[src/rtl/egcd_pkg.sv]
// Shared types for the extended Euclidean core: controller states, commands and status.
package egcd_pkg;

  typedef enum logic [1:0] {
    ST_IDLE,
    ST_CHECK,
    ST_DIVIDE,
    ST_UPDATE
  } egcd_state_t;

  typedef struct packed {
    logic load;
    logic div_start;
    logic div_step;
    logic update;
    logic finish;
  } egcd_cmd_t;

  typedef struct packed {
    logic r2_zero;
  } egcd_status_t;

endpackage

[src/rtl/extended_gcd_mod_inverse_core.sv]
// Top level of the extended Euclidean core with modular inverses.
//
//   channel | handshake           | payload
//   --------+---------------------+-----------------------------------------------
//   in      | in_valid, in_stall  | value_a, value_b
//   out     | out_valid, out_stall| gcd_value, coef_s, coef_t, inv_a_valid,
//           |                     | inv_a_mod_b, inv_b_valid, inv_b_mod_a
//
// Each Euclid step runs a check state, the shift-subtract divider (which builds q*s and q*t
// alongside), and an update state. One item is worked on at a time; the next is taken while
// the result waits in its register. Reset clears the controller and the result valid flag.
module extended_gcd_mod_inverse_core #(
  parameter int DATA_WIDTH = 32
) (
  input  logic                         clk,
  input  logic                         rst,
  input  logic                         in_valid,
  output logic                         in_stall,
  input  logic signed [DATA_WIDTH-1:0] value_a,
  input  logic signed [DATA_WIDTH-1:0] value_b,
  output logic                         out_valid,
  input  logic                         out_stall,
  output logic signed [DATA_WIDTH-1:0] gcd_value,
  output logic signed [DATA_WIDTH-1:0] coef_s,
  output logic signed [DATA_WIDTH-1:0] coef_t,
  output logic                         inv_a_valid,
  output logic        [DATA_WIDTH-2:0] inv_a_mod_b,
  output logic                         inv_b_valid,
  output logic        [DATA_WIDTH-2:0] inv_b_mod_a
);
  import egcd_pkg::*;

  egcd_cmd_t    cmd;
  egcd_status_t status;

  egcd_controller #(
    .DATA_WIDTH(DATA_WIDTH)
  ) u_ctrl (
    .clk      (clk),
    .rst      (rst),
    .in_valid (in_valid),
    .in_stall (in_stall),
    .out_valid(out_valid),
    .out_stall(out_stall),
    .status   (status),
    .cmd      (cmd)
  );

  egcd_datapath #(
    .DATA_WIDTH(DATA_WIDTH)
  ) u_dp (
    .clk        (clk),
    .cmd        (cmd),
    .status     (status),
    .value_a    (value_a),
    .value_b    (value_b),
    .gcd_value  (gcd_value),
    .coef_s     (coef_s),
    .coef_t     (coef_t),
    .inv_a_valid(inv_a_valid),
    .inv_a_mod_b(inv_a_mod_b),
    .inv_b_valid(inv_b_valid),
    .inv_b_mod_a(inv_b_mod_a)
  );

  a_busy_after_accept: assert property (@(posedge clk) disable iff (rst)
    in_valid && !in_stall |=> in_stall)
    else $error("Core did not go busy after taking an item.");

  a_inv_a_needs_unit_gcd: assert property (@(posedge clk) disable iff (rst)
    out_valid && inv_a_valid |-> gcd_value == DATA_WIDTH'(1))
    else $error("Inverse of a flagged without a unit gcd.");

  a_inv_a_zero_when_invalid: assert property (@(posedge clk) disable iff (rst)
    out_valid && !inv_a_valid |-> inv_a_mod_b == '0)
    else $error("Invalid inverse of a is not zero.");

  a_inv_b_zero_when_invalid: assert property (@(posedge clk) disable iff (rst)
    out_valid && !inv_b_valid |-> inv_b_mod_a == '0)
    else $error("Invalid inverse of b is not zero.");

endmodule

[src/rtl/egcd_datapath.sv]
// Datapath for the extended Euclidean core: remainder chain, shift-subtract divider and outputs.
module egcd_datapath #(
  parameter int DATA_WIDTH = 32
) (
  input  logic                         clk,
  input  egcd_pkg::egcd_cmd_t          cmd,
  output egcd_pkg::egcd_status_t       status,
  input  logic signed [DATA_WIDTH-1:0] value_a,
  input  logic signed [DATA_WIDTH-1:0] value_b,
  output logic signed [DATA_WIDTH-1:0] gcd_value,
  output logic signed [DATA_WIDTH-1:0] coef_s,
  output logic signed [DATA_WIDTH-1:0] coef_t,
  output logic                         inv_a_valid,
  output logic        [DATA_WIDTH-2:0] inv_a_mod_b,
  output logic                         inv_b_valid,
  output logic        [DATA_WIDTH-2:0] inv_b_mod_a
);
  import egcd_pkg::*;

  localparam int W = DATA_WIDTH;

  logic [W-1:0] r1, r2, s1, s2, t1, t2, op_a, op_b;
  logic [W-1:0] dvd, dsr, rem, acc_s, acc_t;

  logic         neg1, neg2, fits, wrap_q, gcd_one, a_pos, b_pos;
  logic [W:0]   rem_sh, rem_dif;
  logic [W-1:0] rem_next, r_new, qs_s0, qs_t0, qs_s, qs_t, s_new, t_new;
  logic [W-1:0] sum_a, sum_b;

  always_comb begin
    neg1     = r1[W-1];
    neg2     = r2[W-1];
    rem_sh   = {rem, dvd[W-1]};
    fits     = rem_sh >= {1'b0, dsr};
    rem_dif  = rem_sh - {1'b0, dsr};
    rem_next = fits ? rem_dif[W-1:0] : rem_sh[W-1:0];
    wrap_q   = neg1 & (|rem);
    r_new    = wrap_q ? dsr - rem : rem;
    qs_s0    = (neg1 ^ neg2) ? {W{1'b0}} - acc_s : acc_s;
    qs_t0    = (neg1 ^ neg2) ? {W{1'b0}} - acc_t : acc_t;
    qs_s     = wrap_q ? (neg2 ? qs_s0 + s2 : qs_s0 - s2) : qs_s0;
    qs_t     = wrap_q ? (neg2 ? qs_t0 + t2 : qs_t0 - t2) : qs_t0;
    s_new    = s1 - qs_s;
    t_new    = t1 - qs_t;
    gcd_one  = r1 == W'(1);
    a_pos    = !op_a[W-1] && (|op_a);
    b_pos    = !op_b[W-1] && (|op_b);
    sum_a    = op_b + s1;
    sum_b    = op_a + t1;
    status.r2_zero = r2 == '0;
  end

  always_ff @(posedge clk) begin
    if (cmd.load) begin
      r1   <= value_a;
      r2   <= value_b;
      op_a <= value_a;
      op_b <= value_b;
      s1   <= W'(1);
      s2   <= '0;
      t1   <= '0;
      t2   <= W'(1);
    end else if (cmd.update) begin
      r1 <= r2;
      r2 <= r_new;
      s1 <= s2;
      s2 <= s_new;
      t1 <= t2;
      t2 <= t_new;
    end
    if (cmd.div_start) begin
      dvd   <= neg1 ? {W{1'b0}} - r1 : r1;
      dsr   <= neg2 ? {W{1'b0}} - r2 : r2;
      rem   <= '0;
      acc_s <= '0;
      acc_t <= '0;
    end else if (cmd.div_step) begin
      dvd   <= {dvd[W-2:0], 1'b0};
      rem   <= rem_next;
      acc_s <= {acc_s[W-2:0], 1'b0} + (fits ? s2 : {W{1'b0}});
      acc_t <= {acc_t[W-2:0], 1'b0} + (fits ? t2 : {W{1'b0}});
    end
    if (cmd.finish) begin
      gcd_value   <= r1;
      coef_s      <= s1;
      coef_t      <= t1;
      inv_a_valid <= gcd_one && b_pos;
      inv_b_valid <= gcd_one && a_pos;
      inv_a_mod_b <= (gcd_one && b_pos) ? (s1[W-1] ? sum_a[W-2:0] : s1[W-2:0]) : '0;
      inv_b_mod_a <= (gcd_one && a_pos) ? (t1[W-1] ? sum_b[W-2:0] : t1[W-2:0]) : '0;
    end
  end

endmodule

[src/rtl/egcd_controller.sv]
// Controller for the extended Euclidean core: step sequencing, bit counter and handshakes.
module egcd_controller #(
  parameter int DATA_WIDTH = 32
) (
  input  logic                   clk,
  input  logic                   rst,
  input  logic                   in_valid,
  output logic                   in_stall,
  output logic                   out_valid,
  input  logic                   out_stall,
  input  egcd_pkg::egcd_status_t status,
  output egcd_pkg::egcd_cmd_t    cmd
);
  import egcd_pkg::*;

  localparam int CW = $clog2(DATA_WIDTH);

  egcd_state_t state, state_next;
  logic [CW-1:0] cnt;
  logic          last_bit, slot_free;

  assign last_bit  = cnt == CW'(DATA_WIDTH - 1);
  assign slot_free = !out_valid || !out_stall;

  always_comb begin
    state_next = state;
    case (state)
      ST_IDLE: begin
        if (in_valid) state_next = ST_CHECK;
      end
      ST_CHECK: begin
        if (!status.r2_zero) state_next = ST_DIVIDE;
        else if (slot_free) state_next = ST_IDLE;
      end
      ST_DIVIDE: begin
        if (last_bit) state_next = ST_UPDATE;
      end
      ST_UPDATE: begin
        state_next = ST_CHECK;
      end
      default: begin
        state_next = ST_IDLE;
      end
    endcase
  end

  always_comb begin
    cmd      = '0;
    in_stall = 1'b1;
    case (state)
      ST_IDLE: begin
        in_stall = 1'b0;
        cmd.load = in_valid;
      end
      ST_CHECK: begin
        cmd.div_start = !status.r2_zero;
        cmd.finish    = status.r2_zero && slot_free;
      end
      ST_DIVIDE: begin
        cmd.div_step = 1'b1;
      end
      ST_UPDATE: begin
        cmd.update = 1'b1;
      end
      default: begin
        cmd = '0;
      end
    endcase
  end

  always_ff @(posedge clk) begin
    if (rst) begin
      state     <= ST_IDLE;
      out_valid <= 1'b0;
      cnt       <= '0;
    end else begin
      state <= state_next;
      if (cmd.finish) out_valid <= 1'b1;
      else if (!out_stall) out_valid <= 1'b0;
      if (cmd.div_start) cnt <= '0;
      else if (cmd.div_step) cnt <= cnt + CW'(1);
    end
  end

endmodule
[config.mk]
export PLATFORM = sky130hd
export DESIGN_NAME = extended_gcd_mod_inverse_core
export DESIGN_NICKNAME = d
export VERILOG_FILES = /design/src/rtl/egcd_pkg.sv /design/src/rtl/extended_gcd_mod_inverse_core.sv /design/src/rtl/egcd_datapath.sv /design/src/rtl/egcd_controller.sv
export SDC_FILE = /design/constraint.sdc
export NUM_CORES = 2
export LEC_CHECK = 0
export BUFFER_PORTS_ARGS = -buffer_cell sky130_fd_sc_hd__buf_2
export CAP_MARGIN = 20
export CORE_MARGIN = 1
export CORE_UTILIZATION = 35
export DETAILED_ROUTE_END_ITERATION = 7
export PLACE_DENSITY_LB_ADDON = 0.05
export SETUP_SLACK_MARGIN = 0.05
export SYNTH_ARGS = -nofsm -noshare
export SYNTH_HDL_FRONTEND = slang
export SYNTH_HIERARCHICAL = 1
export SYNTH_SLANG_ARGS = --single-unit
[constraint.sdc]
create_clock -name clk -period 12.9 [get_ports clk]
set_input_delay 0.645 -clock clk [delete_from_list [all_inputs] [get_ports clk]]
set_output_delay 0.645 -clock clk [all_outputs]
set_load 0.02 [all_outputs]
Word-level counts from Yosys, hierarchy flattened. Index checks and enable logic that the tools add are counted.

Logic and storage cells: 106. Bits of input ports: 68. Register bits: 584.

Reductions and logical operators: 20. Bitwise operators: 2. Add/subtract/negate cells: 17. $lt $le $gt $ge: 1. Mux-type cells: 33. Equality and inequality tests: 9.

Operators by type and width (count): 2-to-1 mux 32 bit (17); subtractor 32 bit (6); adder 32 bit (4); subtractor 1 x 32 -> 32 bit (first input constant) (4); OR reduction 32 bit (3); 2-to-1 mux 31 bit (3); adder 31 bit (2); greater-or-equal comparator 33 x 32 -> 1 bit (1); == test 32 x 1 -> 1 bit (second input constant) (1); logical NOT 32 bit (1); 2-to-1 mux 1 bit (8); 2-to-1 mux 2 bit (4); case mux 2 bit (4 select lines) (1); adder 5 x 1 -> 5 bit (second input constant) (1); == test 5 bit (second input constant) (1); logical AND 1 bit (5); logical NOT 1 bit (5); == test 2 bit (second input constant) (2); inequality test 2 x 1 -> 1 bit (second input constant) (2); nonzero test 2 bit (2); inequality test 3 bit (second input constant) (1); AND reduction 3 bit (1); == test 2 x 1 -> 1 bit (second input constant) (1); logical NOT 2 bit (1); 5 further kinds (5).

Longest topological paths before layout.
Depth in word-level cells: 6. Mapped depth: 31. Gate-level depth less buffers: 30.

Hierarchy. The synthesis kept the hierarchy.

By module, submodules not included: egcd_datapath (cells each 4439, area an instance 40407.5 sq um, instances 1, seq. area each 15054.4 sq um); egcd_controller (cells each 48, area an instance 459.2 sq um, instances 1, seq. area each 160.2 sq um).

Least setup slack after synthesis. OpenSTA, ideal clock, no wires.

Path kind: reg-to-reg. Start: register u_dp.r2[9]. End: register u_dp.coef_s[0], enable pin. Stages on the path, launching flop included: 10. Clock period less this slack: 10890 ps. Slack: 2010 ps. Setup time: 732 ps. Arrival: 10158 ps. Cell sequence: edfxtp_1 > or4_1 > nor4_1 > nand2_1 > nor2_1 > nand2_1 > or3_1 > nor4_1 > nand2_1 > a21oi_1.

RTL lines: from (decl) (line egcd_datapath.sv:22) `logic [W-1:0] r1, r2, s1, s2, t1, t2, op_a, op_b;`; from (signal assigned) (line egcd_datapath.sv:56) `r2 <= value_b;`; from (signal assigned) (line egcd_datapath.sv:65) `r2 <= r_new;`; to (signal assigned) (line egcd_datapath.sv:85) `coef_s <= s1;`; to (decl) (line egcd_datapath.sv:11) `output logic signed [DATA_WIDTH-1:0] coef_s,`.

Worst setup path in the final report.
Start: register u_dp.r2[31]. End: register u_dp.s2[30].

Cells in the longest elaborated chain, start to end: 6.

RTL lines: bitwise XOR 1 bit (line egcd_datapath.sv:39) `qs_s0 = (neg1 ^ neg2) ? {W{1'b0}} - acc_s : acc_s;`; 2-to-1 mux 32 bit (line egcd_datapath.sv:39); subtractor 32 bit / adder 32 bit (equally long branches) (line egcd_datapath.sv:41) `qs_s = wrap_q ? (neg2 ? qs_s0 + s2 : qs_s0 - s2) : qs_s0;`; 2-to-1 mux 32 bit (line egcd_datapath.sv:41); 2-to-1 mux 32 bit (*) (line egcd_datapath.sv:41); subtractor 32 bit (*) (line egcd_datapath.sv:43) `s_new = s1 - qs_s;`; to (signal assigned) (line egcd_datapath.sv:67) `s2 <= s_new;`; to (decl) (line egcd_datapath.sv:22).

Mark *: on every way between the ends. The rest lies on a longest branch, timed or not. A chain may end at the register's enable or synchronous reset.

==> metrics <==
run status finished, final reports clean; Synth area leader edfxtp_1; Rel. slew slack 19.2%; clk sinks 584; slowest stage delay, CP 1010 ps; largest net degree at the start of global routing 74; Yosys Warn Count 6; Slew @ Worst Pin 1180 ps; DRC Markers 0; PD cells 196 nW/um2; vias 34000; WS Path Type reg2reg; Tot Pwr 9.02 mW; register-to-register path setup slack 4780 ps; Clock Latency Late Sink 650 ps; Syn Inst Count 4487; CP top delay family compound AO/OA/AOI/OAI gates; cell repeated most along the worst path o21ai_0; Tmin final 8120 ps; global-route wire length before repair 206000 um; number of flops mapped to enable cells by yosys 352; NumNets Final 5072; WP data required 13440 ps; Inserted Clock Buffers 74; Post-CTS Setup Inserts 0; Die Height 344 um; via/cell ratio 5.44; crit share post-route 63.0%; crit path max fanout 71; Post-DP Area 43700 um2; HPWL after detailed placement 106000 um; Core Area 115000 um2; fmax 0.123 GHz; row count 124; GP Congestion 0.874; fin area 46100 um2; Setup TNS 0 ps; cts hold-fix bufs 0; crit path DAT 8660 ps; P&R area growth vs syn 12.8%; hold_ws 189 ps; post-synthesis cell area 40900 um2; most frequent cells in the layout nor2_1, a21oi_1, edfxtp_1; Area contributors post-synth edfxtp_1, dfxtp_1, ha_1; syn nets 4886; Yosys cell types 91; DR iter-0 viols 2418; syn avg cell area 9.11 um2; maximum buffer depth of the clock tree 3; Post-Place Cells 6108; count of pins over their slew limit 0; post-CTS sizing 0; die width 344 um; total of max-cap violations 0; Max VDD drop 102 uV; crit path cell chain buf_4 > mux2_2 > fa_1 > a21o_1 > a21oi_1 > o21ai_0 > a221oi_1 > o21ai_0 > a21o_1 > a21oi_1 > xor2_1 > nand2_1 > o21ai_0 > ha_1 > nand2_1 > nor2_1 > and3_1 > a221o_1 > o21a_1 > a2111oi_0 > o31ai_1 > xnor2_1 > a22o_1; Ports 230; CP endpoint kind flop; Setup WS pre-CTS 4910 ps; Worst-path clk slew 60 ps; CP Buf/Inv Count 1; Initial Util 35.5%; Final Util 40.0%; ys async rst share 0%; post-synthesis sequential area ratio 37.2%; Slowest-stage cell, CP a2111oi_0; root buffer cell clkbuf_16; vias in the first global route 32000; leakage power 18.9 nW; total track usage 23.1%; most common cell after layout, fill and taps aside nor2_1; GR Overflow Total 0; clk_skew 22.7 ps; RSZ-0062 raised after global routing false; drt total wl 139000 um; initial antenna violation count 6; Non-Filler Instances 6245; Post-DRT Antenna Nets 0; final setup violating endpoints 0; Die ar. 118000 um2; H-tree Lvls 3; Port Buffer Count 229; share of the synthesized area in the top cell type 25.9%; HP Class in2reg; Fillers 11700; share of cells above drive strength 1 10.0%; router iterations before antenna repair 6; CTS tree done; final hold vios 0; Primary FF master, synth edfxtp_1; Routed wire per std cell 22.2 um; Worst setup SP type flop; post-synthesis register bit count 584; PnR worst setup slack 4780 ps
flip-flops by register name (all words and copies together), names as in the netlist, 2 cells and up:
name and flops:
u_dp/op_b 32, u_ctrl/cnt 5, u_dp/s1 32, u_ctrl/state 2, u_dp/dvd 32, u_dp/acc_t 32, u_dp/inv_b_mod_a 31, u_dp/r1 32
u_dp/inv_a_mod_b 31, u_dp/r2 32, u_dp/gcd_value 32, u_dp/op_a 32, u_dp/dsr 32, u_dp/t2 32, u_dp/coef_s 32, u_dp/t1 32
u_dp/rem 32, u_dp/coef_t 32, u_dp/acc_s 32, u_dp/s2 32
layer usage:
metal | vias up | global-route usage (%) | wire length, um
li1 | 16800 | - | -
met2 | 865 | 34.7 | 58800
met3 | 155 | 3.72 | 7260
met5 | - | 0 | 0
met4 | 0 | 6.36 | 3950
met1 | 16200 | 33.9 | 68900
synth_stat cells (57+ instances only):
cell type and n:
xnor2_1 233, mux2i_1 193, a31oi_1 57, a21o_1 138
dfxtp_1 232, and2_1 59, inv_1 179, nor3_1 101
ha_1 321, a21oi_1 390, xor2_1 204, clkbuf_1 140
o21ai_0 230, nor2_1 555, nand2_1 287, edfxtp_1 352
a211oi_1 66
path summary, 6_finish.rpt:
path | from | end | depth (start not counted)
setup reg to reg | u_dp/r2[31] | u_dp/s2[30] | 23
setup / recovery | u_dp/r2[31] | u_dp/s2[30] | 23
hold reg to reg | u_dp/acc_s[31] | u_dp/acc_s[31] | 2
hold / removal | value_a[28] | u_dp/op_a[28] | 1
cell families (layout without fill, tap and decap cells):
kind of cell,after synthesis,count (layout),synth area share [%]
other cells,0,1,0
xor+xnor,437,437,9.37
flops,584,584,37.2
buf+inv,345,590,3.28
compound gates,1185,1185,18.3
fa+ha+maj,331,331,10.3
mux,228,228,5.71
simple gates,1377,1377,15.8
report_power, final:
| part | leakage (nW) | internal [mW] | switching [mW] |
|---|---|---|---|
| registers | 5.18 | 2.28 | 0.290 |
| logic | 12.6 | 1.69 | 2.67 |
| clock network | 1.15 | 1.20 | 0.885 |
layout make-up:
type	count	area (um2)	share of cell area [%]
antenna	1	2.50	0.00543
clock buffer	97	2000	4.34
clock inverter	38	378	0.820
inverter	181	679	1.47
multi-input combinational	3558	24400	53.0
sequential	584	15200	33.0
tap	1512	1890	4.10
timing repair buffer	274	1500	3.25
worst reg2reg max path, cell delays in order (launching register included):
cell	delay, ps
edfxtp_1	870
buf_4	810
mux2_2	500
fa_1	470
a21o_1	170
a21oi_1	280
o21ai_0	180
a221oi_1	710
o21ai_0	350
a21o_1	240
a21oi_1	160
xor2_1	160
nand2_1	70
o21ai_0	150
ha_1	350
nand2_1	100
nor2_1	60
and3_1	170
a221o_1	380
o21a_1	260
a2111oi_0	1010
o31ai_1	190
xnor2_1	170
a22o_1	190
Power figures use the tool's default switching activity.
